File: src/rtl/bafp_pkg.sv
package bafp_pkg;

   // Field widths fixed by the frame format
   localparam int BYTE_W      = 8;
   localparam int ANGLE_W     = 16;
   localparam int COUNT_W     = 3;
   localparam int TIMEOUT_W   = 16;
   localparam int AGE_W       = 17;
   localparam int NUM_ANGLES  = 6;

   localparam logic [AGE_W-1:0]     AGE_MAX        = 17'h1FFFF;
   localparam logic [TIMEOUT_W-1:0] TIMEOUT_RESET  = 16'd1000;

   // Command codes
   localparam logic CMD_BYTE = 1'b0;
   localparam logic CMD_TICK = 1'b1;

   // Result kinds
   localparam logic KIND_OK        = 1'b0;
   localparam logic KIND_COUNT_ERR = 1'b1;

   // Characters of interest
   localparam logic [BYTE_W-1:0] CHAR_OPEN  = 8'h7B;
   localparam logic [BYTE_W-1:0] CHAR_CLOSE = 8'h7D;
   localparam logic [BYTE_W-1:0] CHAR_ZERO  = 8'h30;
   localparam logic [BYTE_W-1:0] CHAR_NINE  = 8'h39;

   typedef struct packed {
      logic              command;
      logic [BYTE_W-1:0] rx_byte;
   } req_type;

   typedef struct packed {
      logic               result_kind;
      logic [COUNT_W-1:0] value_count;
      logic [ANGLE_W-1:0] angle_a;
      logic [ANGLE_W-1:0] angle_b;
      logic [ANGLE_W-1:0] angle_c;
      logic [ANGLE_W-1:0] angle_d;
      logic [ANGLE_W-1:0] angle_e;
      logic [ANGLE_W-1:0] angle_f;
   } rsp_type;

   // What the parser core reports for the transaction it is offered
   typedef struct packed {
      logic    emit;
      rsp_type result;
   } step_type;

endpackage

File: src/rtl/bafp_frame_core.sv
module bafp_frame_core #(
   parameter int KEPT_CHAR_LIMIT  = 47,
   parameter int VALUES_PER_FRAME = 6
) (
   input  logic                                clock,
   input  logic                                reset,
   input  logic                                fire,
   input  bafp_pkg::req_type                   item,
   input  logic [bafp_pkg::TIMEOUT_W-1:0]      timeout,
   output bafp_pkg::step_type                  step
);
   import bafp_pkg::*;

   localparam int KC_W = $clog2(KEPT_CHAR_LIMIT + 1);
   localparam int VF_W = $clog2(VALUES_PER_FRAME + 1);
   localparam int IX_W = (VALUES_PER_FRAME > 1) ? $clog2(VALUES_PER_FRAME) : 1;

   logic                 in_frame_ff, in_frame_in;
   logic [KC_W-1:0]      kept_ff, kept_in;
   logic [AGE_W-1:0]     age_ff, age_in;
   logic [ANGLE_W-1:0]   accum_ff, accum_in;
   logic                 run_ff, run_in;
   logic [VF_W-1:0]      found_ff, found_in;
   logic [ANGLE_W-1:0]   store_ff [VALUES_PER_FRAME];

   logic                 is_digit;
   logic [ANGLE_W-1:0]   digit_val;
   logic [ANGLE_W-1:0]   accum_next;
   logic                 can_store;
   logic                 store_we;
   logic [AGE_W-1:0]     age_inc;
   logic [VF_W-1:0]      found_close;
   logic                 is_ok;
   logic                 is_close;
   logic [ANGLE_W-1:0]   angle [NUM_ANGLES];

   always_comb begin
      is_digit    = item.rx_byte inside {[CHAR_ZERO:CHAR_NINE]};
      digit_val   = ANGLE_W'(item.rx_byte - CHAR_ZERO);
      accum_next  = (accum_ff << 3) + (accum_ff << 1) + digit_val;
      can_store   = run_ff && (found_ff < VF_W'(VALUES_PER_FRAME));
      age_inc     = (age_ff == AGE_MAX) ? age_ff : age_ff + AGE_W'(1);
      found_close = found_ff + VF_W'(can_store);
      is_ok       = (found_close == VF_W'(VALUES_PER_FRAME));
      is_close    = (item.command == CMD_BYTE) && (item.rx_byte == CHAR_CLOSE);
   end

   // Next-state logic
   always_comb begin
      in_frame_in = in_frame_ff;
      kept_in     = kept_ff;
      age_in      = age_ff;
      accum_in    = accum_ff;
      run_in      = run_ff;
      found_in    = found_ff;
      store_we    = 1'b0;
      if (fire) begin
         if (item.command == CMD_TICK) begin
            if (in_frame_ff) begin
               age_in = age_inc;
               if (age_inc > {1'b0, timeout}) begin
                  in_frame_in = 1'b0;
                  kept_in     = '0;
                  age_in      = '0;
                  accum_in    = '0;
                  run_in      = 1'b0;
                  found_in    = '0;
               end
            end
         end else if (item.rx_byte == CHAR_OPEN || item.rx_byte == CHAR_CLOSE) begin
            // Open restarts a frame; close always leaves the parser idle
            in_frame_in = (item.rx_byte == CHAR_OPEN);
            kept_in     = '0;
            age_in      = '0;
            accum_in    = '0;
            run_in      = 1'b0;
            found_in    = '0;
         end else if (in_frame_ff && kept_ff < KC_W'(KEPT_CHAR_LIMIT)) begin
            kept_in = kept_ff + KC_W'(1);
            if (is_digit) begin
               accum_in = accum_next;
               run_in   = 1'b1;
            end else if (can_store) begin
               store_we = 1'b1;
               found_in = found_ff + VF_W'(1);
               accum_in = '0;
               run_in   = 1'b0;
            end
         end
      end
   end

   always_ff @(posedge clock) begin
      if (reset) begin
         in_frame_ff <= 1'b0;
         kept_ff     <= '0;
         age_ff      <= '0;
         accum_ff    <= '0;
         run_ff      <= 1'b0;
         found_ff    <= '0;
      end else begin
         in_frame_ff <= in_frame_in;
         kept_ff     <= kept_in;
         age_ff      <= age_in;
         accum_ff    <= accum_in;
         run_ff      <= run_in;
         found_ff    <= found_in;
      end
   end

   always_ff @(posedge clock) begin
      if (store_we) begin
         store_ff[found_ff[IX_W-1:0]] <= accum_ff;
      end
   end

   // A number still running at the close is taken straight from the accumulator
   for (genvar k = 0; k < NUM_ANGLES; k++) begin : g_angle
      if (k < VALUES_PER_FRAME) begin : g_used
         always_comb begin
            if (!is_ok) begin
               angle[k] = '0;
            end else if (can_store && found_ff == VF_W'(k)) begin
               angle[k] = accum_ff;
            end else begin
               angle[k] = store_ff[k];
            end
         end
      end else begin : g_unused
         assign angle[k] = '0;
      end
   end

   always_comb begin
      step.emit               = is_close && in_frame_ff && (kept_ff != '0);
      step.result.result_kind = is_ok ? KIND_OK : KIND_COUNT_ERR;
      step.result.value_count = COUNT_W'(found_close);
      step.result.angle_a     = angle[0];
      step.result.angle_b     = angle[1];
      step.result.angle_c     = angle[2];
      step.result.angle_d     = angle[3];
      step.result.angle_e     = angle[4];
      step.result.angle_f     = angle[5];
   end

endmodule

File: src/rtl/brace_angle_frame_parser.sv
// Channel   Direction  Handshake              Payload
// req_      in         req_valid / req_stall  bafp_pkg::req_type (command, rx_byte)
// rsp_      out        rsp_valid / rsp_stall  bafp_pkg::rsp_type (kind, count, six angles)
// csr_      in         csr_write              csr_wdata = frame timeout in ms
//
// One transaction per cycle sustained unless a waiting result stalls a closing brace;
// a closing-brace transaction's result passes the input register, then the result register.
// The parse step (multiply by ten and add, age compare) sits between the two.
// Reset is synchronous: parser idle, timeout back to 1000 ms, both registers empty.
// A pending result stalls only a closing-brace transaction; bytes and ticks
// that produce no result keep flowing while the result register waits.
module brace_angle_frame_parser #(
   parameter int KEPT_CHAR_LIMIT  = 47,
   parameter int VALUES_PER_FRAME = 6
) (
   input  logic                              clock,
   input  logic                              reset,
   input  logic                              req_valid,
   output logic                              req_stall,
   input  bafp_pkg::req_type                 req_data,
   output logic                              rsp_valid,
   input  logic                              rsp_stall,
   output bafp_pkg::rsp_type                 rsp_data,
   input  logic                              csr_write,
   input  logic [bafp_pkg::TIMEOUT_W-1:0]    csr_wdata
);
   import bafp_pkg::*;

   // Input register: holds the transaction the core works on this cycle
   logic     in_vld_ff, in_vld_in;
   req_type  in_item_ff;

   // Result register: parts the core from the consumer
   logic     rsp_vld_ff, rsp_vld_in;
   rsp_type  rsp_data_ff;

   logic [TIMEOUT_W-1:0] timeout_ff;

   step_type step;
   logic     accept;
   logic     out_free;
   logic     advance;

   // Free when empty, or when the waiting result leaves this cycle
   assign out_free  = !rsp_vld_ff || !rsp_stall;
   // Advance the held transaction unless it needs the result register and that is busy
   assign advance   = in_vld_ff && (!step.emit || out_free);
   assign req_stall = in_vld_ff && !advance;
   assign accept    = req_valid && !req_stall;

   always_comb begin
      in_vld_in = in_vld_ff;
      if (accept) begin
         in_vld_in = 1'b1;
      end else if (advance) begin
         in_vld_in = 1'b0;
      end
   end

   always_comb begin
      rsp_vld_in = rsp_vld_ff;
      if (advance && step.emit) begin
         rsp_vld_in = 1'b1;
      end else if (rsp_vld_ff && !rsp_stall) begin
         rsp_vld_in = 1'b0;
      end
   end

   always_ff @(posedge clock) begin
      if (reset) begin
         in_vld_ff  <= 1'b0;
         rsp_vld_ff <= 1'b0;
         timeout_ff <= TIMEOUT_RESET;
      end else begin
         in_vld_ff  <= in_vld_in;
         rsp_vld_ff <= rsp_vld_in;
         if (csr_write) begin
            timeout_ff <= csr_wdata;
         end
      end
   end

   // Payload registers: load on accept / on emit, hold otherwise
   always_ff @(posedge clock) begin
      if (accept) begin
         in_item_ff <= req_data;
      end
      if (advance && step.emit) begin
         rsp_data_ff <= step.result;
      end
   end

   bafp_frame_core #(
      .KEPT_CHAR_LIMIT  (KEPT_CHAR_LIMIT),
      .VALUES_PER_FRAME (VALUES_PER_FRAME)
   ) u_core (
      .clock   (clock),
      .reset   (reset),
      .fire    (advance),
      .item    (in_item_ff),
      .timeout (timeout_ff),
      .step    (step)
   );

   assign rsp_valid = rsp_vld_ff;
   assign rsp_data  = rsp_data_ff;

`ifndef SYNTH
   // A full frame always reports the configured number of values
   a_ok_count : assert property (@(posedge clock) disable iff (reset)
      rsp_vld_ff && rsp_data_ff.result_kind == KIND_OK
      |-> rsp_data_ff.value_count == COUNT_W'(VALUES_PER_FRAME))
      else $error("ok result with wrong value count");

   // An error result carries no angles
   a_err_zero : assert property (@(posedge clock) disable iff (reset)
      rsp_vld_ff && rsp_data_ff.result_kind == KIND_COUNT_ERR
      |-> rsp_data_ff.angle_a == '0 && rsp_data_ff.angle_f == '0)
      else $error("error result with nonzero angle");

   // An emitting transaction that advances shows up as a result next cycle
   a_emit_lands : assert property (@(posedge clock) disable iff (reset)
      advance && step.emit |=> rsp_vld_ff)
      else $error("emitted result lost");

   // The input side never stalls with an empty input register
   a_stall_held : assert property (@(posedge clock) disable iff (reset)
      req_stall |-> in_vld_ff && step.emit && rsp_vld_ff && rsp_stall)
      else $error("input stalled without cause");
`endif

endmodule
File: config.mk
export PLATFORM = sky130hd
export DESIGN_NAME = brace_angle_frame_parser
export DESIGN_NICKNAME = d
export VERILOG_FILES = /design/src/rtl/bafp_pkg.sv /design/src/rtl/bafp_frame_core.sv /design/src/rtl/brace_angle_frame_parser.sv
export SDC_FILE = /design/constraint.sdc
export NUM_CORES = 1
export LEC_CHECK = 0
export BUFFER_PORTS_ARGS = -buffer_cell sky130_fd_sc_hd__buf_4
export CAP_MARGIN = 5
export CELL_PAD_IN_SITES_DETAIL_PLACEMENT = 0
export CELL_PAD_IN_SITES_GLOBAL_PLACEMENT = 1
export CORE_ASPECT_RATIO = 2
export CORE_MARGIN = 5
export CORE_UTILIZATION = 53
export CTS_BUF_LIST = sky130_fd_sc_hd__clkbuf_8
export CTS_CLUSTER_DIAMETER = 120
export DETAILED_ROUTE_END_ITERATION = 8
export PLACE_DENSITY = 0.9
export SYNTH_ARGS = -nofsm -noshare
export SYNTH_HDL_FRONTEND = slang
export SYNTH_SLANG_ARGS = --single-unit
export TNS_END_PERCENT = 10
File: constraint.sdc
create_clock -name clock -period 7.73 [get_ports clock]
set_clock_uncertainty 0.2 [all_clocks]
set_input_delay 0.773 -clock clock [delete_from_list [all_inputs] [get_ports clock]]
set_output_delay 0.773 -clock clock [all_outputs]
set_load 0.02 [all_outputs]
==> results of run 1 <==
==> worst min path at each step <==
stage,cells after the start,endpoint,from,slack (ns)
2_1_floorplan,2,u_core.run_ff,u_core.run_ff,0.26
3_3_place_gp,2,timeout_ff[13],timeout_ff[13],0.28
3_5_place_dp,2,u_core.run_ff,u_core.run_ff,0.28
4_1_cts,1,in_item_ff[3],req_data[3],0.19
5_1_grt,1,in_item_ff[3],req_data[3],0.20
6_report,1,in_item_ff[3],req_data[3],0.22
==> sequential cells by signal (all words and copies together) (netlist names), 3 cells and up <==
signal and cells:
rsp_data 100, u_core.store_ff 96, timeout_ff 16, u_core.kept_ff 6, in_item_ff 9, u_core.found_ff 3, u_core.age_ff 17, u_core.accum_ff 16
==> placed cells by master, fill, tap and decap left out, types with 3 or more instances in the layout <==
cell       Yosys  final
a211oi_1       4      4
a21o_1         4      4
a21oi_1       69     69
a22oi_1        4      4
and2_1        87     87
and3_1         4      3
and4_1         3      3
buf_4          1    140
bufinv_16      0      5
clkbuf_8       2     35
clkinv_1       1      4
clkinv_2       0      8
dfxtp_1       62     62
edfxtp_1     205    205
fa_1          13     13
ha_1          39     39
inv_1         41     50
mux2i_1       10     10
nand2_1       84     84
nand2b_1       5      5
nand3_1       30     30
nand3b_1       7      7
nand4_1       12     12
nor2_1        44     44
nor2b_1        5      5
nor3_1        10      8
nor4b_1        4      4
o211ai_1       8      8
o21a_1         4      4
o21ai_0       21     21
or3_1          6      6
or3b_2         5      5
xnor2_1       19     19
xor2_1        12     12
==> stage by stage <==
| step | instance area [um^2] | hold slack [ns] | setup slack (ns) | cells | utilization [%] |
|---|---|---|---|---|---|
| 2_1_floorplan | 11400 | 0.258 | 3.45 | 895 | - |
| 5_1_grt | 13400 | 0.195 | 2.58 | 1337 | 62.6 |
| 3_5_place_dp | 12700 | 0.276 | 2.94 | 1274 | 59.1 |
| 3_3_place_gp | 12700 | 0.275 | 3.03 | 1274 | 59.1 |
| 6_report | 13400 | 0.220 | 2.92 | 1337 | 62.6 |
| 4_1_cts | 13400 | 0.191 | 2.93 | 1337 | 62.6 |
==> cells by family after synthesis <==
logic type                 count (synthesis)  share of synthesized area, %
and+or+nand+nor                          326                          15.3
DFF                                      267                          64.7
AOI/OAI and AO/OA                        132                          7.11
buffers and inverters                     76                          3.05
adders and majority gates                 52                          6.54
xor gates and xnor gates                  31                          2.37
muxes                                     11                         0.974
==> power by group through the flow <==
| stage | Combinational, uW | Sequential [uW] | Clock (uW) |
|---|---|---|---|
| 6_report | 96.4 | 1540 | 1110 |
| 5_1_grt | 107 | 1540 | 1220 |
| 3_5_place_dp | 95.9 | 1580 | 0 |
| 3_3_place_gp | 94.7 | 1570 | 0 |
| 4_1_cts | 96.8 | 1540 | 1140 |
| 2_1_floorplan | 67.4 | 1570 | 0 |
==> per-layer routing <==
metal,up-vias,global-route usage [%],routed length (um)
li1,3484,-,-
met5,-,0,0
met2,210,39.0,13900
met3,60,2.53,1150
met4,0,8.84,983
met1,3411,18.3,7680
==> layout make-up <==
cell class              count  area (um^2)
clock buffers              35          482
clock inverters            28          260
fillers                  1620         8000
inverters                  42          158
multi-input cells         552         3710
flip-flops and latches    267         7400
well taps                 273          342
repair buffers            140         1050
==> metrics.md, run 1 <==
| Metric | Value |
|---|---|
| R2r setup slk | `2.92 ns` |
| Post_cts resized | `0` |
| Internal power | `2170 uW` |
| TritonCTS Buffers | `35` |
| Synth top area share | `53.8%` |
| Buffers and inverters on the worst path | `0` |
| Total die area | `24800 um^2` |
| First-pass GRT wire length | `37.3 mm` |
| Die Y | `218 um` |
| Unrepaired setup endpoints after global routing | `no` |
| Chip Width | `114 um` |
| PwrDens | `205 nW/um^2` |
| Synthesis-to-finish area growth | `17.1%` |
| GRT overflow | `0` |
| Avg WL per Cell | `17.8 um` |
| Total power | `2750 uW` |
| Status | `completed` |
| Layout cells sized above 1 | `20.9%` |
| Worst setup SP type | `register` |
| Post-Syn Nets | `977` |
| Clock slew at reported path FFs | `0.07 ns` |
| Leakage | `0.00563 uW` |
| Initial core utilization | `53.5%` |
| Flop pwr share | `56.1%` |
| Nature of the critical path endpoint | `register` |
| # DRC | `0` |
| WL final | `23.7 mm` |
| Arrival time worst endpoint | `5.06 ns` |
| Sw Pwr | `578 uW` |
| GPL Wtd Cong | `0.858` |
| Net Sw Frac | `21.0%` |
| Hold buffers post-CTS | `0` |
| Largest net degree at the start of global routing | `82` |
| Seq/Total Area, Yosys | `64.7%` |
| Crit path to | `u_core.kept_ff[2]` |
| Slew margin rel. | `43.0%` |
| Final period utilization | `62.2%` |
| Fin. max-slew vios | `0` |
| Post-synthesis area per instance | `12.8 um^2` |
| Most common cell in the netlist | `edfxtp_1` |
| Post-synth top area cell | `edfxtp_1` |
| DR vias | `7165` |
| CTS tree | `yes` |
| Drt via density | `5.36` |
| Cell family with most CP delay | `simple AND/OR/NAND/NOR gates` |
| Hold Path Class | `input port to register` |
| Final setup vio count | `0` |
| Unique masters post-synth | `67` |
| R2R Path End | `u_core.kept_ff[2]` |
| Io pins | `132` |
| Reg2Reg Depth | `16` |
| Nets | `1120` |
| Cell depth of the worst setup path | `16` |
| Core area | `21400 um^2` |
| Clock power frac | `40.4%` |
| Worst-Margin Slew | `0.844 ns` |
| Hold Fails Final Rpt | `0` |
| Vias in the first global route | `7180` |
| Worst EP required | `7.98 ns` |
| Crit-path max cell delay | `0.65 ns` |
| Yosys warnings | `0` |
| Cell Area, Synth | `11400 um^2` |
| Cells after synthesis | `895` |
| Clk_lat worst skew | `0.52 ns` |
| Row count | `76` |
| Antenna diodes | `0` |
| Max Freq | `208 MHz` |
| Htree depth | `2` |
| Number of flops mapped to enable cells by yosys | `205` |
| Setup TNS Final | `0 ns` |
| Ys async rst share | `0%` |
| Comb pwr share | `3.5%` |
| Aggregate global-route resource usage | `19.2%` |
| CP Cell Sequence | `ha_1 -> nand4_1 -> nor4_2 -> nand2_1 -> and4_1 -> nand2_1 -> xnor2_1 -> ha_1 -> o21ai_0 -> o21ai_0 -> a211oi_1 -> o221a_2 -> nor2_2 -> nand3_1 -> or3b_2 -> a21oi_1` |
| Starting DRC count in detailed routing | `294` |
| Crit Path Category | `register to register` |
| Clock period minus worst slack | `4.81 ns` |
| Root Driver | `clkbuf_8` |
| Largest cells by area after synthesis | `edfxtp_1 (54%), dfxtp_1 (11%), and2_1 (4.8%), ha_1 (4.3%), a21oi_1 (3.0%)` |
| Maxcap violations | `0` |
| DRT Pass-1 Iters | `5` |
| Antenna-violating nets left | `0` |
| HPWL Detailed | `16.9 mm` |
| Input/output buffers | `131` |
| Post-synth top cells | `edfxtp_1 (205), and2_1 (87), nand2_1 (84), a21oi_1 (69), dfxtp_1 (62)` |
| CTS sink cnt | `267` |
| Crit path max fanout | `19` |
| Clk buf depth | `3` |
| Critical-path top delay cell | `nor2_2` |
| Post-synth top flop | `edfxtp_1` |
| R2R Path Start | `u_core.age_ff[0]` |
| Crit path from | `u_core.age_ff[0]` |
| IR Drop Worst-Case VDD | `0.160 mV` |
| Post-synthesis register bit count | `267` |
| Antenna violations before repair | `0` |
| Setup repair bufs after CTS | `0` |
Power figures use the tool's default switching activity.
==> run 2, diff against run 1 <==
Settings changed: ABC_AREA set to 1, CORE_UTILIZATION 53 to 48, PLACE_DENSITY 0.9 to 0.86.
Clock period 7.73 ns to 4.7 ns, I/O delays scaled along.
==> metrics.md, run 2 <==
| Metric | Value |
|---|---|
| Final setup vio count | `0` |
| Synthesis-to-finish area growth | `19.5%` |
| Clock slew at reported path FFs | `0.07 ns` |
| Chip Width | `121 um` |
| Starting DRC count in detailed routing | `353` |
| Storage element area | `7400 um^2` |
| CP most frequent cell | `nand2_1` |
| FILL cells | `2093` |
| Status | `completed` |
| Worst setup SP type | `register` |
| First-pass GRT wire length | `41.8 mm` |
| Die Y | `232 um` |
| Buffers and inverters on the worst path | `1` |
| Total die area | `28100 um^2` |
| Synth top area share | `52.0%` |
| Multi-input combinational cell area | `3570 um^2` |
| Largest register FFs | `100` |
| Nature of the critical path endpoint | `register` |
| Commonest non-fill, non-tap cells in the layout | `edfxtp_1 (205), nand2_1 (192), inv_1 (182), nor2_1 (154), buf_4 (146)` |
| Critical-path top delay cell | `nor4_1` |
| Post-synthesis register bit count | `267` |
| CTS sink cnt | `267` |
| Root Driver | `clkbuf_8` |
| Largest net degree at the start of global routing | `71` |
| Setup repair bufs after CTS | `0` |
| Clock period minus worst slack | `3.93 ns` |
| Yosys warnings | `0` |
| PwrDens | `322 nW/um^2` |
| Post-Syn Nets | `1224` |
| Hold Path Class | `input port to register` |
| Clk buf depth | `3` |
| GRT overflow | `0` |
| HPWL Detailed | `19.4 mm` |
| Setup TNS Final | `0 ns` |
| Slew margin rel. | `34.8%` |
| Cell Area, Synth | `11800 um^2` |
| Fin. max-slew vios | `0` |
| Ys async rst share | `0%` |
| Input/output buffers | `131` |
| Number of flops mapped to enable cells by yosys | `205` |
| CP Cell Sequence | `ha_1 -> nand2_1 -> nor2_4 -> nand2_2 -> nor2_4 -> nand2_2 -> inv_1 -> nor4_1 -> nand2_1 -> nand2_1 -> nand2_1 -> ha_1 -> nand2_1 -> nor2_1 -> nand3b_1 -> nand3_1 -> nand3_1 -> nand2_1 -> nand2_1 -> nand2_4 -> nand3_4 -> a21oi_1 -> nor2_1` |
| Post-synth top area cell | `edfxtp_1` |
| DRT Pass-1 Iters | `4` |
| Aggregate global-route resource usage | `19.2%` |
| IR Drop Worst-Case VDD | `0.201 mV` |
| Unique masters post-synth | `40` |
| # DRC | `0` |
| Initial core utilization | `48.4%` |
| WL final | `26.3 mm` |
| Row count | `81` |
| Final period utilization | `83.6%` |
| Nets | `1397` |
| Cells after synthesis | `1142` |
| Worst-Margin Slew | `0.977 ns` |
| Seq/Total Area, Yosys | `62.5%` |
| Antenna diodes | `0` |
| Post-synth top cells | `edfxtp_1 (205), nand2_1 (193), inv_1 (178), nor2_1 (154), a21oi_1 (81)` |
| Layout cells sized above 1 | `17.5%` |
| GPL Wtd Cong | `0.899` |
| Crit-path max cell delay | `0.36 ns` |
| CTS tree | `yes` |
| Htree depth | `2` |
| Most common cell in the netlist | `edfxtp_1` |
| Hold Fails Final Rpt | `0` |
| Worst EP required | `4.93 ns` |
| Arrival time worst endpoint | `4.16 ns` |
| Commonest non-fill, non-tap cell in the layout | `edfxtp_1` |
| Core area | `24400 um^2` |
| Max Freq | `255 MHz` |
| Antenna violations before repair | `0` |
| Avg WL per Cell | `15.7 um` |
| Vias in the first global route | `8264` |
| Leakage | `0.00575 uW` |
| Crit Path Category | `register to register` |
| Antenna-violating nets left | `0` |
| Post-synthesis area per instance | `10.4 um^2` |
| Io pins | `132` |
| TritonCTS Buffers | `37` |
| Largest cells by area after synthesis | `edfxtp_1 (52%), dfxtp_1 (10%), nand2_1 (6.1%), inv_1 (5.6%), nor2_1 (4.9%)` |
| Drt via density | `4.84` |
| Maxcap violations | `0` |
| DR vias | `8108` |
| Unrepaired setup endpoints after global routing | `no` |
| Crit path max fanout | `24` |
| Cell family with most CP delay | `simple AND/OR/NAND/NOR gates` |
| Post-synth top flop | `edfxtp_1` |
| Final hold slack | `0.0190 ns` |
| Clk_lat worst skew | `0.54 ns` |
-- run 2: cell count changes after synthesis, moves of 7 or more --
cell      before  now
inv_1         41  178
o211ai_1       8    0
xor2_1        12   19
nand4_1       12   22
o21ai_0       21   40
inv_2          0   10
mux2i_1       10    0
nand2_1       84  193
and2_1        87    1
xnor2_1       19    6
nor2_1        44  154
a21oi_1       69   81
-- run 2: logic make-up after synthesis --
| group | synth area share (%) |
|---|---|
| AND/OR/NAND/NOR | 15.9 |
| flip-flops | 62.5 |
| buffers and inverters | 7.33 |
| AO/OA/AOI/OAI | 6.07 |
| adder cells (fa/ha/maj) | 6.32 |
| XOR/XNOR | 1.85 |
-- run 2: area by class of cell --
type | instances | share of cell area, %
clock buffer | 38 | 3.70
multi-input combinational | 653 | 25.2
tap | 332 | 2.94
clock inverter | 29 | 1.46
sequential | 267 | 52.3
inverter | 188 | 5.01
timing repair buffer | 168 | 9.31
-- run 2: worst min-delay path: stages --
cell,delay [ns]
buf_4,0.08
o21ai_0,0.07
a21oi_1,0.10
-- run 2: what timing repair did --
item | 4_1_cts | 5_1_grt
gates resized for setup | 0 | 1
setup endpoints to repair | 0 | 4
hold buffers | 22 | 0
hold endpoints to repair | 22 | 0
-- run 2: power breakdown --
group	leakage [uW]	switching, uW	internal [uW]
clock	0.000389	858	925
sequential	0.00217	20.3	2530
combinational	0.00318	134	85.2
total	0.00575	1010	3540
-- run 2: final timing paths --
kind         depth (start not counted)              from  slack (ns)            endpoint
max reg2reg                         23  u_core.age_ff[0]        0.77  u_core.accum_ff[7]
max                                 23  u_core.age_ff[0]        0.77  u_core.accum_ff[7]
min reg2reg                          2    timeout_ff[15]        0.26      timeout_ff[15]
min                                  3      csr_wdata[2]        0.02       timeout_ff[2]
-- run 2: metrics by stage --
stage          utilization [%]  cell area [um^2]  instances  setup slack [ns]  total power (uW)
2_1_floorplan                -             11800       1142             0.860              2740
3_3_place_gp              54.0             13200       1586             0.806              2810
3_5_place_dp              54.0             13200       1586             0.645              2810
4_1_cts                   57.9             14100       1675             0.598              4600
5_1_grt                   57.9             14100       1675             0.173              4730
6_report                  57.9             14100       1675             0.772              4550
-- run 2: layer usage --
layer | vias up | global-route usage (%) | wire, um
met5 | - | 0 | 0
met4 | 0 | 12.3 | 1770
met3 | 86 | 2.36 | 1140
met2 | 234 | 37.1 | 14800
met1 | 3702 | 18.4 | 8540
li1 | 4086 | - | -
